### src/design/crcfd_pkg.sv
// Shared types, constants and the byte-wide CRC-32 update for the frame deframer.
// No dependencies; every design file imports this package.
package crcfd_pkg;

   localparam int unsigned POS_W = 17;

   localparam logic [POS_W-1:0] POS_SYNC0    = 17'd0;
   localparam logic [POS_W-1:0] POS_SYNC1    = 17'd1;
   localparam logic [POS_W-1:0] POS_LEN_HI   = 17'd2;
   localparam logic [POS_W-1:0] POS_LEN_LO   = 17'd3;
   localparam logic [POS_W-1:0] POS_COMMAND  = 17'd4;
   localparam logic [POS_W-1:0] HEADER_BYTES = 17'd5;
   localparam logic [POS_W-1:0] TRAILER_BYTES = 17'd4;
   localparam logic [POS_W-1:0] POSITION_MAX = 17'h1FFFF;

   localparam logic [31:0] CRC_POLY = 32'hEDB88320;
   localparam logic [31:0] CRC_INIT = 32'hFFFFFFFF;

   // configuration register indexes
   localparam logic [1:0] CSR_FIRST_SYNC  = 2'd0;
   localparam logic [1:0] CSR_SECOND_SYNC = 2'd1;
   localparam logic [1:0] CSR_MAX_LENGTH  = 2'd2;

   localparam logic [7:0]  FIRST_SYNC_RESET  = 8'd170;
   localparam logic [7:0]  SECOND_SYNC_RESET = 8'd85;
   localparam logic [15:0] MAX_LENGTH_RESET  = 16'd256;

   // verdict codes
   localparam logic [1:0] STATUS_OK        = 2'd0;
   localparam logic [1:0] STATUS_MALFORMED = 2'd1;
   localparam logic [1:0] STATUS_CRC_ERROR = 2'd2;

   typedef struct packed {
      logic        is_verdict;
      logic [7:0]  payload_byte;
      logic [15:0] payload_index;
      logic [7:0]  command_code;
      logic [15:0] payload_length;
      logic [31:0] received_crc;
      logic [1:0]  frame_status;
   } crcfd_result_type;

   typedef struct packed {
      logic [7:0]  first_sync;
      logic [7:0]  second_sync;
      logic [15:0] max_length;
   } crcfd_cfg_type;

   // reflected CRC-32, one byte, eight unrolled bit steps
   function automatic logic [31:0] crc_byte(input logic [31:0] crc, input logic [7:0] b);
      logic [31:0] c;
      c = crc ^ {24'd0, b};
      for (int k = 0; k < 8; k++) begin
         if (c[0]) begin
            c = (c >> 1) ^ CRC_POLY;
         end else begin
            c = c >> 1;
         end
      end
      return c;
   endfunction

endpackage

### src/design/crcfd_frame_ctrl.sv
// Frame tracking state and per-byte decode: header checks, CRC, trailer, verdict.
// Depends on crcfd_pkg.
module crcfd_frame_ctrl (
   input  logic                       clock,
   input  logic                       reset,
   input  logic                       byte_valid,
   input  logic                       step,
   input  logic [7:0]                 data_byte,
   input  logic                       end_of_buffer,
   input  crcfd_pkg::crcfd_cfg_type   cfg,
   output logic                       result_valid,
   output crcfd_pkg::crcfd_result_type result
);
   import crcfd_pkg::*;

   logic [POS_W-1:0] pos_ff, pos_in;
   logic [15:0]      len_ff, len_in;
   logic [7:0]       cmd_ff, cmd_in;
   logic [31:0]      crc_ff, crc_in;
   logic [31:0]      trl_ff, trl_in;
   logic             bad_ff, bad_in;
   logic             done_ff, done_in;

   logic [POS_W-1:0] pay_end;
   logic [POS_W-1:0] trl_end;
   logic [POS_W-1:0] pay_offset;
   logic             emit_pay;
   logic [1:0]       status;

   assign pay_end    = HEADER_BYTES + {1'b0, len_ff};
   assign trl_end    = pay_end + TRAILER_BYTES;
   assign pay_offset = pos_ff - HEADER_BYTES;

   always_comb begin
      len_in   = len_ff;
      cmd_in   = cmd_ff;
      crc_in   = crc_ff;
      trl_in   = trl_ff;
      bad_in   = bad_ff;
      done_in  = done_ff;
      emit_pay = 1'b0;
      if (pos_ff == POS_SYNC0) begin
         if (data_byte != cfg.first_sync) bad_in = 1'b1;
      end else if (pos_ff == POS_SYNC1) begin
         if (data_byte != cfg.second_sync) bad_in = 1'b1;
      end else if (pos_ff == POS_LEN_HI) begin
         len_in = {data_byte, 8'd0};
         crc_in = crc_byte(crc_ff, data_byte);
      end else if (pos_ff == POS_LEN_LO) begin
         len_in = {len_ff[15:8], data_byte};
         crc_in = crc_byte(crc_ff, data_byte);
         if ({len_ff[15:8], data_byte} > cfg.max_length) bad_in = 1'b1;
      end else if (pos_ff == POS_COMMAND) begin
         cmd_in = data_byte;
         crc_in = crc_byte(crc_ff, data_byte);
      end else if (pos_ff < pay_end) begin
         crc_in   = crc_byte(crc_ff, data_byte);
         emit_pay = !bad_ff;
      end else if (pos_ff < trl_end) begin
         trl_in = {trl_ff[23:0], data_byte};
         if (pos_ff == trl_end - 17'd1) done_in = 1'b1;
      end
      pos_in = (pos_ff != POSITION_MAX) ? pos_ff + 17'd1 : pos_ff;
   end

   always_comb begin
      if (bad_in || !done_in) begin
         status = STATUS_MALFORMED;
      end else if ((crc_in ^ CRC_INIT) != trl_in) begin
         status = STATUS_CRC_ERROR;
      end else begin
         status = STATUS_OK;
      end
   end

   always_comb begin
      result_valid = byte_valid && (end_of_buffer || emit_pay);
      if (end_of_buffer) begin
         result.is_verdict     = 1'b1;
         result.payload_byte   = 8'd0;
         result.payload_index  = 16'd0;
         result.command_code   = cmd_in;
         result.payload_length = len_in;
         result.received_crc   = trl_in;
         result.frame_status   = status;
      end else begin
         result.is_verdict     = 1'b0;
         result.payload_byte   = data_byte;
         result.payload_index  = pay_offset[15:0];
         result.command_code   = cmd_ff;
         result.payload_length = len_ff;
         result.received_crc   = 32'd0;
         result.frame_status   = STATUS_OK;
      end
   end

   always_ff @(posedge clock) begin
      if (reset || (step && end_of_buffer)) begin
         pos_ff  <= '0;
         len_ff  <= '0;
         cmd_ff  <= '0;
         crc_ff  <= CRC_INIT;
         trl_ff  <= '0;
         bad_ff  <= 1'b0;
         done_ff <= 1'b0;
      end else if (step) begin
         pos_ff  <= pos_in;
         len_ff  <= len_in;
         cmd_ff  <= cmd_in;
         crc_ff  <= crc_in;
         trl_ff  <= trl_in;
         bad_ff  <= bad_in;
         done_ff <= done_in;
      end
   end

endmodule

### src/design/crcfd_rsp_reg.sv
// Result register on the rsp channel; frees itself in the cycle the beat is taken.
// Depends on crcfd_pkg.
module crcfd_rsp_reg (
   input  logic                        clock,
   input  logic                        reset,
   input  logic                        load,
   input  crcfd_pkg::crcfd_result_type load_data,
   input  logic                        rsp_ready,
   output logic                        free,
   output logic                        rsp_valid,
   output crcfd_pkg::crcfd_result_type rsp_data
);
   import crcfd_pkg::*;

   logic             valid_ff, valid_in;
   crcfd_result_type data_ff;

   assign free      = !valid_ff || rsp_ready;
   assign valid_in  = load ? 1'b1 : (rsp_ready ? 1'b0 : valid_ff);
   assign rsp_valid = valid_ff;
   assign rsp_data  = data_ff;

   always_ff @(posedge clock) begin
      if (reset) begin
         valid_ff <= 1'b0;
      end else begin
         valid_ff <= valid_in;
      end
   end

   always_ff @(posedge clock) begin
      if (load) begin
         data_ff <= load_data;
      end
   end

endmodule

### src/design/crc_frame_deframer_core.sv
// Path: a req beat lands in the input register, is decoded there and its result is loaded
// into the rsp result register. Throughput: one byte per cycle unless a result waits on a
// full result register, set by the unrolled byte-wide CRC update between the two registers.
// Reset (synchronous, active high): frame state cleared, CRC at all ones, config at defaults.
// Depends on crcfd_pkg, crcfd_frame_ctrl, crcfd_rsp_reg.
module crc_frame_deframer_core (
   input  logic        clock,
   input  logic        reset,
   // input byte channel
   input  logic        req_valid,
   output logic        req_ready,
   input  logic [7:0]  req_data_byte,
   input  logic        req_end_of_buffer,
   // result channel
   output logic        rsp_valid,
   input  logic        rsp_ready,
   output logic        rsp_is_verdict,
   output logic [7:0]  rsp_payload_byte,
   output logic [15:0] rsp_payload_index,
   output logic [7:0]  rsp_command_code,
   output logic [15:0] rsp_payload_length,
   output logic [31:0] rsp_received_crc,
   output logic [1:0]  rsp_frame_status,
   // configuration write channel
   input  logic        csr_valid,
   output logic        csr_ready,
   input  logic [1:0]  csr_index,
   input  logic [15:0] csr_data
);
   import crcfd_pkg::*;

   // input register
   logic       in_valid_ff, in_valid_in;
   logic [7:0] in_byte_ff;
   logic       in_last_ff;

   crcfd_cfg_type    cfg_ff;
   crcfd_result_type result;
   crcfd_result_type rsp_data;
   logic             result_valid;
   logic             out_free;
   logic             advance;
   logic             req_take;

   // Advance the held byte when it makes no result, or when the result register can take it.
   assign advance     = in_valid_ff && (!result_valid || out_free);
   assign req_ready   = !in_valid_ff || advance;
   assign req_take    = req_valid && req_ready;
   assign in_valid_in = req_take ? 1'b1 : (advance ? 1'b0 : in_valid_ff);
   assign csr_ready   = 1'b1;

   always_ff @(posedge clock) begin
      if (reset) begin
         in_valid_ff <= 1'b0;
      end else begin
         in_valid_ff <= in_valid_in;
      end
   end

   // hold payload until the next beat is accepted
   always_ff @(posedge clock) begin
      if (req_take) begin
         in_byte_ff <= req_data_byte;
         in_last_ff <= req_end_of_buffer;
      end
   end

   // Configuration registers; indexes past the list drop silently.
   always_ff @(posedge clock) begin
      if (reset) begin
         cfg_ff.first_sync  <= FIRST_SYNC_RESET;
         cfg_ff.second_sync <= SECOND_SYNC_RESET;
         cfg_ff.max_length  <= MAX_LENGTH_RESET;
      end else if (csr_valid && csr_ready) begin
         case (csr_index)
            CSR_FIRST_SYNC:  cfg_ff.first_sync  <= csr_data[7:0];
            CSR_SECOND_SYNC: cfg_ff.second_sync <= csr_data[7:0];
            CSR_MAX_LENGTH:  cfg_ff.max_length  <= csr_data;
            default: ;
         endcase
      end
   end

   crcfd_frame_ctrl u_frame_ctrl (
      .clock         (clock),
      .reset         (reset),
      .byte_valid    (in_valid_ff),
      .step          (advance),
      .data_byte     (in_byte_ff),
      .end_of_buffer (in_last_ff),
      .cfg           (cfg_ff),
      .result_valid  (result_valid),
      .result        (result)
   );

   crcfd_rsp_reg u_rsp_reg (
      .clock     (clock),
      .reset     (reset),
      .load      (advance && result_valid),
      .load_data (result),
      .rsp_ready (rsp_ready),
      .free      (out_free),
      .rsp_valid (rsp_valid),
      .rsp_data  (rsp_data)
   );

   assign rsp_is_verdict     = rsp_data.is_verdict;
   assign rsp_payload_byte   = rsp_data.payload_byte;
   assign rsp_payload_index  = rsp_data.payload_index;
   assign rsp_command_code   = rsp_data.command_code;
   assign rsp_payload_length = rsp_data.payload_length;
   assign rsp_received_crc   = rsp_data.received_crc;
   assign rsp_frame_status   = rsp_data.frame_status;

endmodule

### config.mk
export PLATFORM = sky130hd
export DESIGN_NAME = crc_frame_deframer_core
export DESIGN_NICKNAME = d
export VERILOG_FILES = /design/src/design/crcfd_pkg.sv /design/src/design/crcfd_frame_ctrl.sv /design/src/design/crcfd_rsp_reg.sv /design/src/design/crc_frame_deframer_core.sv
export SDC_FILE = /design/constraint.sdc
export NUM_CORES = 1
export LEC_CHECK = 0
export BUFFER_PORTS_ARGS = -buffer_cell sky130_fd_sc_hd__buf_2
export CORE_UTILIZATION = 25
export DETAILED_ROUTE_END_ITERATION = 8
export RECOVER_POWER = 25
export SYNTH_ARGS = -nofsm -noshare
export SYNTH_HDL_FRONTEND = slang
export SYNTH_SLANG_ARGS = --single-unit
### constraint.sdc
create_clock -name clock -period 8.8 [get_ports clock]
set_input_delay 2.64 -clock clock [delete_from_list [all_inputs] [get_ports clock]]
set_output_delay 2.64 -clock clock [all_outputs]
set_load 0.02 [all_outputs]
* Word level (Yosys, flattened, before mapping)
Cells that the tools add are included.
Word-level totals: bits in registers 233, bits in latches 0, memory bits (writable) 0, ROM bits 0, input port bits 32, output and inout port bits 86, logic and storage cells 303, memories kept 0
Operators by class: $add $sub $neg 5, multiply operators 0, div/mod/pow operators 0, magnitude comparators 3, equality and inequality tests 11, shifts and indexed selects 0, multiplexer cells 205, bitwise gates (word level) 32, reductions and logical operators 25
Operators by type and width (number):
- 2-to-1 mux 32 bit | 168
- inverter 13 -> 14 bit | 29
- 2-to-1 mux 83 bit | 1
- 2-to-1 mux 16 bit | 3
- 2-to-1 mux 8 bit | 6
- equality test 17 x 2 -> 1 bit, second input constant | 2
- less-than comparator 17 bit | 2
- inequality test 32 bit | 1
- inverter 32 bit | 1
- bitwise XOR 32 x 8 -> 32 bit | 1
- 2-to-1 mux 1 bit | 25
- adder 17 x 1 -> 17 bit, second input constant | 1
- adder 17 x 3 -> 17 bit, second input constant | 1
- adder 3 x 16 -> 17 bit, first input constant | 1
- equality test 17 x 1 -> 1 bit, second input constant | 1
- equality test 17 bit | 1
- equality test 17 x 3 -> 1 bit, second input constant | 1
- logical NOT 17 bit | 1
- inequality test 17 bit, second input constant | 1
- subtractor 17 x 1 -> 17 bit, second input constant | 1
- > comparator 16 bit | 1
- inequality test 8 bit | 2
- subtractor 16 x 3 -> 16 bit, second input constant | 1
- AND reduction 2 bit | 4
- other kinds (10) | 25

* Longest topological paths before layout
Gate-level depths: netlist of run 1.
depth after elaboration 70, depth in mapped cells 22, gate-level depth less buffers 20

* Hierarchy
A second synthesis of run 1 with hierarchy kept.
Second synthesis, totals: cells, all modules 1435, area total of the unflattened synthesis 13725.7 um2
Modules (own cells, without submodules):
- crcfd_frame_ctrl | instances 1, cells each 1194, area an instance 9466.6 um2, seq. area each 2142.1 um2
- crcfd_rsp_reg | instances 1, cells each 87, area an instance 2538.7 um2, seq. area each 2512.4 um2
- crc_frame_deframer_core | instances 1, cells each 154, area an instance 1720.4 um2, seq. area each 930.9 um2

* Worst setup path after synthesis of run 1
No wires, ideal clock.
path kind input port to output port, from in rsp_ready, to out req_ready, data arrival time 3.243 ns, data required time 6.160 ns, path slack 2.917 ns, stages 3, buffers on the path 1, cell sequence nand2b_1 -> or2_2 -> clkbuf_1
Between the ends: longest elaborated chain between the ends 4
RTL lines:
- from (decl) | RTL line crc_frame_deframer_core.sv:16 | input logic rsp_ready,
- logical OR 1 bit | RTL line crcfd_rsp_reg.sv:18 | assign free = !valid_ff || rsp_ready;
- logical OR 1 bit | RTL line crc_frame_deframer_core.sv:46 | assign advance = in_valid_ff && (!result_valid || out_free);
- logical AND 1 bit | RTL line crc_frame_deframer_core.sv:46
- logical OR 1 bit | RTL line crc_frame_deframer_core.sv:47 | assign req_ready = !in_valid_ff || advance;
- to (decl) | RTL line crc_frame_deframer_core.sv:11 | output logic req_ready,
Every way passes these cells.

* Final worst setup path of run 1
from reg u_frame_ctrl.len_ff[0], to out req_ready
Between the ends: longest elaborated chain between the ends 14
RTL lines:
- from (decl) | RTL line crcfd_frame_ctrl.sv:17 | logic [15:0] len_ff, len_in;
- from (signal assigned) | RTL line crcfd_frame_ctrl.sv:108 | len_ff <= len_in;
- adder 3 x 16 -> 17 bit | RTL line crcfd_frame_ctrl.sv:30 | assign pay_end = HEADER_BYTES + {1'b0, len_ff};
- less-than comparator 17 bit | RTL line crcfd_frame_ctrl.sv:56 | end else if (pos_ff < pay_end) begin
- 2-to-1 mux 1 bit | RTL line crcfd_frame_ctrl.sv:56
- 2-to-1 mux 1 bit | RTL line crcfd_frame_ctrl.sv:53 | end else if (pos_ff == POS_COMMAND) begin
- 2-to-1 mux 1 bit | RTL line crcfd_frame_ctrl.sv:49 | end else if (pos_ff == POS_LEN_LO) begin
- 2-to-1 mux 1 bit | RTL line crcfd_frame_ctrl.sv:46 | end else if (pos_ff == POS_LEN_HI) begin
- 2-to-1 mux 1 bit | RTL line crcfd_frame_ctrl.sv:44 | end else if (pos_ff == POS_SYNC1) begin
- 2-to-1 mux 1 bit | RTL line crcfd_frame_ctrl.sv:42 | if (pos_ff == POS_SYNC0) begin
- logical OR 1 bit | RTL line crcfd_frame_ctrl.sv:77 | result_valid = byte_valid && (end_of_buffer || emit_pay);
- logical AND 1 bit | RTL line crcfd_frame_ctrl.sv:77
- logical NOT 1 bit | RTL line crc_frame_deframer_core.sv:46
- logical OR 1 bit | RTL line crc_frame_deframer_core.sv:46
- logical AND 1 bit | RTL line crc_frame_deframer_core.sv:46
- logical OR 1 bit | RTL line crc_frame_deframer_core.sv:47
Every way passes these cells.

==> results of run 1 <==
## worst max-delay path by stage
stage	from	to	slack (ns)	depth (start not counted)
4_1_cts	u_frame_ctrl.len_ff[0]$_SDFFE_PP0P_	req_ready	1.85	12
3_3_place_gp	u_frame_ctrl.len_ff[0]$_SDFFE_PP0P_	req_ready	2.50	12
5_1_grt	u_frame_ctrl.len_ff[0]$_SDFFE_PP0P_	req_ready	1.50	12
2_1_floorplan	rsp_ready	req_ready	2.92	3
3_5_place_dp	u_frame_ctrl.len_ff[0]$_SDFFE_PP0P_	u_rsp_reg.rsp_data[1]$_SDFFCE_PP0P_	2.36	19
6_report	u_frame_ctrl.len_ff[0]$_SDFFE_PP0P_	req_ready	1.81	12
## metrics by stage
| stage | setup slack (ns) | hold slack, ns | power [mW] |
|---|---|---|---|
| floorplan | 2.92 | 0.424 | 1.46 |
| global placement | 2.50 | 0.448 | 1.56 |
| detailed placement | 2.36 | 0.449 | 1.56 |
| CTS | 1.85 | 0.456 | 2.76 |
| global route | 1.50 | 0.469 | 2.84 |
| finish | 1.81 | 0.455 | 2.74 |
## area by class of cell
type                    count  area (µm²)
repair buffers            131         668
inverters                  57         214
fillers                  5767       38400
well taps                 739         925
clock inverters            10         149
multi-input cells        1156        7670
flip-flops and latches    233        5590
clock buffers              42         785
## sequential cells by signal, summed over array words and instances, names as in the netlist, 8 cells and up
name	flops
u_frame_ctrl.len_ff	16
u_frame_ctrl.cmd_ff	8
in_byte_ff	8
u_frame_ctrl.trl_ff	32
cfg_ff	32
u_frame_ctrl.pos_ff	17
u_frame_ctrl.crc_ff	32
u_rsp_reg.rsp_data	83
## metal layers
layer | up-vias | wire length [µm]
met5 | - | 10
met4 | 2 | 827
met3 | 59 | 3000
met2 | 387 | 18400
met1 | 5643 | 20100
li1 | 5571 | -
## report_power, final
group          switching [mW]  total [mW]  internal (mW)
registers              0.0213        1.17           1.15
logic                   0.231       0.374          0.143
clock network           0.461        1.19          0.728
total                   0.714        2.74           2.02
## placed cells by master (no fill, tap or decap), types with 35 or more instances in the layout
master / n
xor2_1: 59
o21ai_0: 78
edfxtp_1: 92
nand3_1: 35
ha_1: 53
xnor2_1: 112
buf_2: 102
nand2_1: 214
nor2_1: 100
inv_1: 56
a21oi_1: 97
dfxtp_1: 141
## synth_stat cells, types with 8 or more instances
cell        n
nor2b_1    24
nand4_1    21
a21boi_0   25
o211ai_1   22
mux2_2     28
nand3b_1    9
ha_1       53
and3_1     13
nand3_1    35
nor2_1    101
dfxtp_1   141
xnor2_1   112
nor4_1     18
clkbuf_1   74
or3_1      14
nor3_1     22
a211o_1     8
inv_1      56
edfxtp_1   92
a22oi_1     9
xor2_1     59
o21a_1     15
a22o_1      9
and2_1     12
o21ai_0    77
nand2b_1   10
mux2i_1    34
a21oi_1    98
buf_2      19
nand2_1   214
## cell families (layout without fill, tap and decap cells)
| group | count (synthesis) | count (layout) | share of synthesized area, % |
|---|---|---|---|
| AO/OA/AOI/OAI | 335 | 335 | 15.6 |
| XOR/XNOR | 177 | 177 | 11.6 |
| adder cells (fa/ha/maj) | 53 | 53 | 4.78 |
| buffers and inverters | 160 | 240 | 4.61 |
| flip-flops | 233 | 233 | 40.3 |
| multiplexers | 62 | 62 | 4.73 |
| other | 1 | 1 | 0.0270 |
| AND/OR/NAND/NOR | 528 | 528 | 18.3 |
## worst max-delay path, delay by kind of cell (launching register included)
kind	cells	cell delay (ns)
adder cells (fa/ha/maj)	2	0.81
XOR/XNOR	1	0.57
AND/OR/NAND/NOR	2	0.47
buffers and inverters	1	0.18
flip-flops	1	0.57
AO/OA/AOI/OAI	6	1.17
==> reports/metrics.cfg, run 1 <==
[pwr]
max-vdd-ir-drop_mv=0.122
p_leak_nw=5.94
powerDensity_mw_per_mm2=171

[timing]
relSlewSlack_pct=-93.8
clock_skew_ns=0.0170
max_freq_mhz=143
hold_viol=0
slew_viol_final=65
period_needed_ns=6.99
fin_crit_sh_pct=79.4
rsz0062_at_grt=false
setup_viol=0
finalSetupTns_ns=0
worst_pin_slew_ns=2.91

[route]
routed_wl_mm=42.3
first_pass_iters=7
drt_iter0_drc=974
wl_per_cell_um=17.9
viasPerCell=4.92
vias=11700
drc=0
antenna_left=0

[clock_network]
postCtsSetupBuffers=0
clkLatencyLatePin_ns=0.57
htree_levels=1
cts-hold-fix-buffers=0
ctsResizeCount=0
cts_tree=done
clockBufferDepth=3
cts-root-buf=clkbuf_16
cts_made_buffers=28
cts.sinks=233
clkSlewWorstSetupHoldPaths_ns=0.06

[synth]
synth-seq-cells=233
synth.yosys.seq_area_share_pct=40.3
syn_avg_cell_area_um2=8.95
postSynthCellCount=1549
synth_cell_types=82
synth_top_area_share_pct=20.3
postSynth.topFlopCell=dfxtp_1
synth_edf_count=92
syn_area_mm2=0.0139
synth_area_leaders=dfxtp_1 (20%), edfxtp_1 (20%), xnor2_1 (7.1%)
async_reset_ff_share_pct=0
synth_fp_nets=1634
yosysWarnings=0
synth_top_cell_by_area=dfxtp_1

[layout]
fin_nets=1692
antennaDiodeCount=0
drive_above_1_share_pct=12.6
final_cell_area_mm2=0.0160
layoutNonFillerInstCount=2368
final_util_pct=29.4
areaGrowthSynthToFinish_pct=15.3

[placed_design]
place_congestion=0.910
dp.final_hpwl_mm=30.4
io_buffers=116
placed_cells=2316
dpl_cell_area_mm2=0.0151

[setup_path]
cp_cell_sequence=ha_1 > o2111ai_1 > xor2_1 > ha_1 > a211oi_1 > o21a_1 > o21bai_1 > o221ai_1 > a41o_1 > nand2_1 > or2_2 > buf_2
rr_startpoint=u_frame_ctrl.len_ff[0]$_SDFFE_PP0P_
crit_path_max_incr_delay_ns=0.57
critPathKind=register to primary output
critPathMaxFanout=13
end_kind=primary output
cp_common_cell=ha_1
slowest_stage=dfxtp_1
r2r_slack_ns=2.27
reg2reg_depth=19
arrival_ns=4.35
worstPathRequired_ns=6.16
reg2reg_to=u_rsp_reg.rsp_data[1]$_SDFFCE_PP0P_
start_kind=register

[global_routing]
gr-usage-met2_pct=22.6
grt_first_pass_wirelength_mm=65.7
met1_usage_pct=21.1
grt_max_degree=75
grtUsageTotal_pct=14.7
gr-max-usage-layer=met2
grt_util_met3_pct=2.66
overflow=0
antenna_found_initial=1
grt_pass1_vias=11200

[run_status]
violations=max-capacitance violations, max-slew violations
outcome=complete, but fails checks

[worst_hold_path]
holdPathStages=2
min_path_type=register to register
min-delay-start=cfg_ff[7]$_SDFFE_PP0P_
holdPathEnd=cfg_ff[7]$_SDFFE_PP0P_

[flow_run]
cap_violations=1

[floorplanning]
die-area_mm2=0.0564
num_rows=85
start_util_pct=25.5
die_h_um=238
core_area_mm2=0.0543
die_x_um=238
ios=118

Note: power is estimated with default switching activity, not from simulation.
==> run 2, diff against run 1 <==
--- a/config.mk
+++ b/config.mk
@@ -5,6 +5,7 @@
 export SDC_FILE = /design/constraint.sdc
 export NUM_CORES = 1
 export LEC_CHECK = 0
+export ABC_AREA = 1
 export BUFFER_PORTS_ARGS = -buffer_cell sky130_fd_sc_hd__buf_2
 export CORE_UTILIZATION = 25
 export DETAILED_ROUTE_END_ITERATION = 8
==> constraint.sdc (replaced) <==
create_clock -name clock -period 6 [get_ports clock]
set_input_delay 1.8 -clock clock [delete_from_list [all_inputs] [get_ports clock]]
set_output_delay 1.8 -clock clock [all_outputs]
set_load 0.02 [all_outputs]
==> reports/metrics.cfg, run 2 <==
[pwr]
switching_share_pct=31.0  ; +4.9 points
internal_power_mw=3.08  ; +52%
power_frac_seq_pct=39.8  ; -3.0 points
p_leak_nw=7.37  ; +24%
p_switching_mw=1.38  ; +94%
powerDensity_mw_per_mm2=268  ; +57%
power_frac_comb_pct=20.0  ; +6.3 points
finalPower_mw=4.46  ; +63%
clkPwrFrac_pct=40.2  ; -3.3 points
max-vdd-ir-drop_mv=0.173  ; +42%

[setup_path]
slowest_stage=dfxtp_1
reg2reg_depth=34  ; +15
start_kind=register
critPathBufInv=3  ; +2
worstPathRequired_ns=4.20  ; -1.96 ns
cp_cell_sequence=nand2_2 > a21oi_1 > nand4_1 > nor3_1 > nand3_1 > xor2_1 > inv_1 > ha_1 > nand2_1 > nor2_1 > a211oi_1 > nand2_1 > o31ai_1 > buf_4 > nand3_1 > buf_2
critPathKind=register to primary output
path_delay_family=simple AND/OR/NAND/NOR gates
crit_path_max_incr_delay_ns=0.43  ; -0.14 ns
crit_start=u_frame_ctrl.len_ff[3]$_SDFFE_PP0P_
critPathMaxFanout=6  ; -7
reg2reg_to=u_rsp_reg.rsp_data[1]$_SDFFCE_PP0P_
rr_startpoint=u_frame_ctrl.len_ff[1]$_SDFFE_PP0P_
end_kind=primary output
r2r_slack_ns=0.95  ; -1.32 ns
arrival_ns=3.81  ; -0.54 ns

[clock_network]
clockBufferDepth=3  ; unchanged
cts-root-buf=clkbuf_16
postCtsSetupBuffers=0  ; unchanged
cts.sinks=233  ; unchanged
clkLatencyLatePin_ns=0.59  ; +0.02 ns
htree_levels=1  ; unchanged
cts_tree=done
cts_made_buffers=29  ; +3.6%
clkSlewWorstSetupHoldPaths_ns=0.06  ; about the same

[layout]
layoutNonFillerInstCount=2795  ; +18%
final_common_cell=nand2_1
final_util_pct=29.4  ; -0.030 points
fin_nets=2101  ; +24%
final_cell_area_mm2=0.0166  ; +3.8%
layout_common_cells=nand2_1 (491), inv_1 (238), nor2_1 (157)
drive_above_1_share_pct=10.5  ; -2.1 points
areaGrowthSynthToFinish_pct=16.1
largest_reg_flops=83  ; unchanged
antennaDiodeCount=0  ; unchanged

[placed_design]
dp.final_hpwl_mm=31.2  ; +2.7%
io_buffers=116  ; unchanged
dpl_cell_area_mm2=0.0157  ; +4.0%
pre_cts_ws_ns=0.899  ; -1.46 ns
placed_cells=2741  ; +18%
place_congestion=0.856  ; -5.9%

[synth]
postSynthCellCount=1935  ; +25%
syn_area_mm2=0.0143  ; +3.1%
synthAdderAreaFrac_pct=4.64  ; -0.14 points
synth_top_cell_by_area=dfxtp_1
yosysWarnings=0  ; unchanged
synth_edf_count=92  ; unchanged
synth_xor_area_share_pct=8.30  ; -3.3 points
syn_avg_cell_area_um2=7.39  ; -17%
async_reset_ff_share_pct=0  ; unchanged
synth_top_area_share_pct=19.7  ; -0.61 points
synth.yosys.seq_area_share_pct=39.1  ; -1.2 points
synth_compound_area_share_pct=11.3  ; -4.3 points
synth_area_leaders=dfxtp_1 (20%), edfxtp_1 (19%), nand2_1 (13%)
post-synth-top-count-cell=nand2_1
muxShareOfSynthArea_pct=0  ; -4.7 points
yosys.area_share.simple_pct=27.6  ; +9.2 points
synth_fp_nets=2020  ; +24%
synth_cell_types=49  ; -40%
synth-seq-cells=233  ; unchanged
postSynth.topFlopCell=dfxtp_1
synth_common_cells=nand2_1 (492), inv_1 (238), nor2_1 (159), dfxtp_1 (141), nand3_1 (101)
synth_top_family_by_area=simple AND/OR/NAND/NOR gates

[timing]
period_needed_ns=5.61
clock_skew_ns=0.0281  ; +0.0110 ns
max_freq_mhz=178
finalSetupTns_ns=0  ; unchanged
hold_viol=0  ; unchanged
rsz0062_at_grt=false
worst_pin_slew_ns=2.81  ; -0.101 ns
whs_ns=0.461  ; +0.00617 ns
setup_viol=0  ; unchanged
relSlewSlack_pct=-87.0  ; +6.7 points
fin_crit_sh_pct=93.6
finalWorstSetupSlack_ns=0.386  ; -1.43 ns
slew_viol_final=110  ; +69%

[route]
antenna_left=0  ; unchanged
vias=12700  ; +9.1%
routed_wl_mm=42.7  ; +0.87%
wl_per_cell_um=15.3  ; -15%
viasPerCell=4.55  ; -7.5%
drc=0  ; unchanged
first_pass_iters=7  ; unchanged
drt_iter0_drc=1033  ; +6.1%

[global_routing]
grt_pass1_vias=11700  ; +4.3%
overflow=0  ; unchanged
grt_max_degree=90  ; +20%
grt_first_pass_wirelength_mm=66.3  ; +0.89%
grtUsageTotal_pct=14.6  ; -0.12 points
antenna_found_initial=1  ; unchanged

[floorplanning]
die_x_um=241  ; +1.5%
start_util_pct=25.3  ; -0.21 points
die_h_um=241  ; +1.5%
core_area_mm2=0.0565  ; +4.0%
die-area_mm2=0.0582  ; +3.1%
num_rows=87  ; +2.4%
ios=118  ; unchanged

[flow_run]
cap_violations=2  ; +1

[worst_hold_path]
min-delay-start=cfg_ff[5]$_SDFFE_PP0P_
min_path_type=register to register
holdPathEnd=cfg_ff[5]$_SDFFE_PP0P_
holdPathStages=2  ; unchanged

[run_status]
outcome=complete, but fails checks
violations=max-capacitance violations, max-slew violations

## run 2: changes by cell type after synthesis, moves of 35 or more
cell      delta
o211ai_1    +40
inv_1      +182
nand4_1     +35
nand3_1     +66
nand2_1    +278
xor2_1      +35
nor2_1      +58
xnor2_1     -76
## run 2: area by class of cell
type / instances / area (µm²)
Timing Repair Buffer: 138 / 753
Clock buffer: 42 / 826
Fill cell: 6127 / 39900
Clock inverter: 12 / 144
Multi-Input combinational cell: 1370 / 7440
Tap cell: 756 / 946
Sequential cell: 233 / 5590
Inverter: 244 / 917
## run 2: what timing repair did
| action | 4_1_cts | 5_1_grt |
|---|---|---|
| endpoints found under the setup margin | 0 | 1 |
| gates resized for setup | 0 | 2 |
| hold buffers | 0 | 0 |
## run 2: cells by family after synthesis
logic type                 count (synthesis)
and+or+nand+nor                          902
buffers and inverters                    332
AOI/OAI and AO/OA                        281
DFF                                      233
xor gates and xnor gates                 133
adders and majority gates                 53
other                                      1
## run 2: power by group through the flow
stage / clock [mW] / sequential [mW] / combinational [mW]
global placement: 0 / 1.81 / 0.889
global route: 1.91 / 1.78 / 0.997
detailed placement: 0 / 1.81 / 0.892
CTS: 1.85 / 1.78 / 0.896
finish: 1.79 / 1.78 / 0.892
floorplan: 0 / 1.83 / 0.617
## run 2: tightest hold or removal path, cell delays in order (launching register included)
cell and delay [ns]:
dfxtp_1 0.29, inv_1 0.06, a21oi_1 0.06
## run 2: worst max-delay path by stage
stage / to / cells past startpoint
finish: req_ready / 16
global placement: req_ready / 16
detailed placement: req_ready / 16
CTS: req_ready / 16
floorplan: u_rsp_reg.rsp_data[0]$_SDFFCE_PN0P_ / 19
global route: req_ready / 16
## run 2: routing by layer
metal	up-vias	track usage, %	routed length, µm
met5	-	0	8
met4	2	4.70	1150
met3	59	2.33	2750
met2	369	21.7	17700
met1	5811	21.4	21000
li1	6486	-	-
==> run 3, diff against run 2 <==
--- a/config.mk
+++ b/config.mk
@@ -5,7 +5,6 @@
 export SDC_FILE = /design/constraint.sdc
 export NUM_CORES = 1
 export LEC_CHECK = 0
-export ABC_AREA = 1
 export BUFFER_PORTS_ARGS = -buffer_cell sky130_fd_sc_hd__buf_2
 export CORE_UTILIZATION = 25
 export DETAILED_ROUTE_END_ITERATION = 8
==> reports/metrics.cfg, run 3 (synthesis results as in run 1) <==
[setup_path]
slowest_stage=dfxtp_1
reg2reg_to=u_rsp_reg.rsp_data[1]$_SDFFCE_PP0P_
crit_path_max_incr_delay_ns=0.56  ; +0.13 ns
rr_startpoint=u_frame_ctrl.len_ff[3]$_SDFFE_PP0P_
cp_cell_sequence=and4_1 > nand4_1 > or3_1 > and2_1 > ha_1 > o21ai_0 > a311oi_1 > o221ai_1 > a41o_1 > nand2_1 > or2_2 > buf_2
worstPathRequired_ns=4.20  ; about the same
critPathMaxFanout=8  ; +2
path_depth=12  ; -4
reg2reg_depth=19  ; -44%
end_kind=primary output
path_delay_family=simple AND/OR/NAND/NOR gates
r2r_slack_ns=0.47  ; -0.48 ns
critPathKind=register to primary output
crit_start=u_frame_ctrl.len_ff[7]$_SDFFE_PP0P_
endpoint=req_ready
start_kind=register
critPathBufInv=1  ; -2
arrival_ns=4.01  ; +0.20 ns

[floorplanning]
num_rows=85  ; -2.3%
die_x_um=238  ; -1.5%
start_util_pct=25.5  ; +0.21 points
ios=118  ; unchanged
die-area_mm2=0.0564  ; -3.0%
core_area_mm2=0.0543  ; -3.8%
die_h_um=238  ; -1.5%

[timing]
setup_viol=0  ; unchanged
fin_crit_sh_pct=96.8  ; +3.3 points
clock_skew_ns=0.0276  ; -0.000453 ns
whs_ns=0.457  ; -0.00443 ns
rsz0062_at_grt=false
slew_viol_final=0  ; -100%
finalSetupTns_ns=0  ; unchanged
max_freq_mhz=172  ; -3.4%
period_needed_ns=5.81  ; +0.196 ns
hold_viol=0  ; unchanged
worst_pin_slew_ns=1.04  ; -1.76 ns
relSlewSlack_pct=30.4  ; +120 points

[global_routing]
grt_pass1_vias=11100  ; -5.1%
overflow=0  ; unchanged
grt_max_degree=75  ; -17%
antenna_found_initial=3  ; +2
grtUsageTotal_pct=14.9  ; +0.29 points
grt_first_pass_wirelength_mm=65.8  ; -0.67%

[layout]
num-fill-cells=5710  ; -6.8%
drive_above_1_share_pct=14.5  ; +4.0 points
layout_common_cells=nand2_1 (214), dfxtp_1 (139), xnor2_1 (111)
antennaDiodeCount=0  ; unchanged
largest_reg_flops=83  ; unchanged
fin_nets=1726  ; -18%
layoutNonFillerInstCount=2403  ; -14%
final_common_cell=nand2_1
areaGrowthSynthToFinish_pct=17.8
final_cell_area_mm2=0.0163  ; -1.6%

[route]
first_pass_iters=7  ; unchanged
vias=11800  ; -7.2%
antenna_left=0  ; unchanged
drc=0  ; unchanged
viasPerCell=4.92  ; +8.0%
drt_iter0_drc=920  ; -11%
wl_per_cell_um=18.0  ; +18%
routed_wl_mm=43.3  ; +1.5%

[clock_network]
clkSlewWorstSetupHoldPaths_ns=0.06  ; about the same
cts-root-buf=clkbuf_16
cts_made_buffers=29  ; unchanged
htree_levels=1  ; unchanged
clockBufferDepth=3  ; unchanged
clkLatencyLatePin_ns=0.58  ; about the same
cts.sinks=233  ; unchanged
cts_tree=done

[placed_design]
dp.final_hpwl_mm=31.1  ; -0.16%
place_congestion=0.937  ; +9.5%
io_buffers=116  ; unchanged
dpl_cell_area_mm2=0.0153  ; -2.2%
placed_cells=2349  ; -14%

[pwr]
finalPower_mw=4.14  ; -7.2%
max-vdd-ir-drop_mv=0.189  ; +9.2%
p_leak_nw=6.11  ; -17%
powerDensity_mw_per_mm2=253  ; -5.7%

[flow_run]
cap_violations=0  ; -2

[run_status]
outcome=finished, final reports clean

[worst_hold_path]
min_path_type=register to register

-- run 3: changes by cell type in the layout (fill, tap and decap cells not counted), sizes merged, moves of 34 or more --
cell,previous run,this run
nand2,525,214
inv,247,59
xnor2,39,115
nand3,106,35
nor2,168,101
o211ai,62,22
xor2,94,59
mux2i,0,34
nand4,56,22
-- run 3: tightest hold or removal path, cell delays in order, from the launching register on --
cell,delay [ns]
dfxtp_1,0.31
nand2_1,0.05
a21oi_1,0.05
-- run 3: area by class of cell --
type | count | area [µm²] | share of cell area (%)
Tap cell | 739 | 925 | 5.66
Inverter | 57 | 214 | 1.31
Timing Repair Buffer | 164 | 913 | 5.59
Clock inverter | 19 | 209 | 1.28
Multi-Input combinational cell | 1156 | 7690 | 47.1
Clock buffer | 35 | 800 | 4.89
Sequential cell | 233 | 5590 | 34.2
-- run 3: routing by layer --
layer	share of wire [%]	global-route usage, %	vias to the layer above
met1	49	21.8	5715
met4	1.7	3.89	4
li1	-	-	5633
met3	5.9	1.95	54
met5	0.076	0	-
met2	44	22.9	407
-- run 3: per-stage QoR --
step | util (%) | setup WS, ns
4_1_cts | 30.1 | 0.0352
3_5_place_dp | 28.2 | 0.221
6_report | 30.1 | 0.189
3_3_place_gp | 28.2 | 0.425
5_1_grt | 30.1 | 0.0123
2_1_floorplan | - | 1.01
-- run 3: power breakdown --
| group | internal, mW | switching [mW] |
|---|---|---|
| Clock | 1.12 | 0.734 |
| Sequential | 1.69 | 0.0263 |
| Combinational | 0.216 | 0.355 |
| Total | 3.02 | 1.12 |
-- run 3: worst min path at each step --
stage / cells past startpoint / endpoint / from
2_1_floorplan: 0 / u_rsp_reg.rsp_data[82]$_DFFE_PP_ / in_last_ff$_DFFE_PP_
3_3_place_gp: 2 / cfg_ff[6]$_SDFFE_PP0P_ / cfg_ff[6]$_SDFFE_PP0P_
5_1_grt: 2 / cfg_ff[2]$_SDFFE_PP0P_ / cfg_ff[2]$_SDFFE_PP0P_
3_5_place_dp: 2 / cfg_ff[3]$_SDFFE_PP0P_ / cfg_ff[3]$_SDFFE_PP0P_
6_report: 2 / cfg_ff[3]$_SDFFE_PP0P_ / cfg_ff[3]$_SDFFE_PP0P_
4_1_cts: 2 / cfg_ff[3]$_SDFFE_PP0P_ / cfg_ff[3]$_SDFFE_PP0P_
-- run 3: timing repair --
| item | in CTS | in global routing |
|---|---|---|
| setup buffers | 0 | 0 |
| hold buffers | 0 | 0 |
| setup endpoints to repair | 1 | 8 |
| gates resized for setup | 1 | 7 |
| hold endpoints to repair | 0 | 0 |
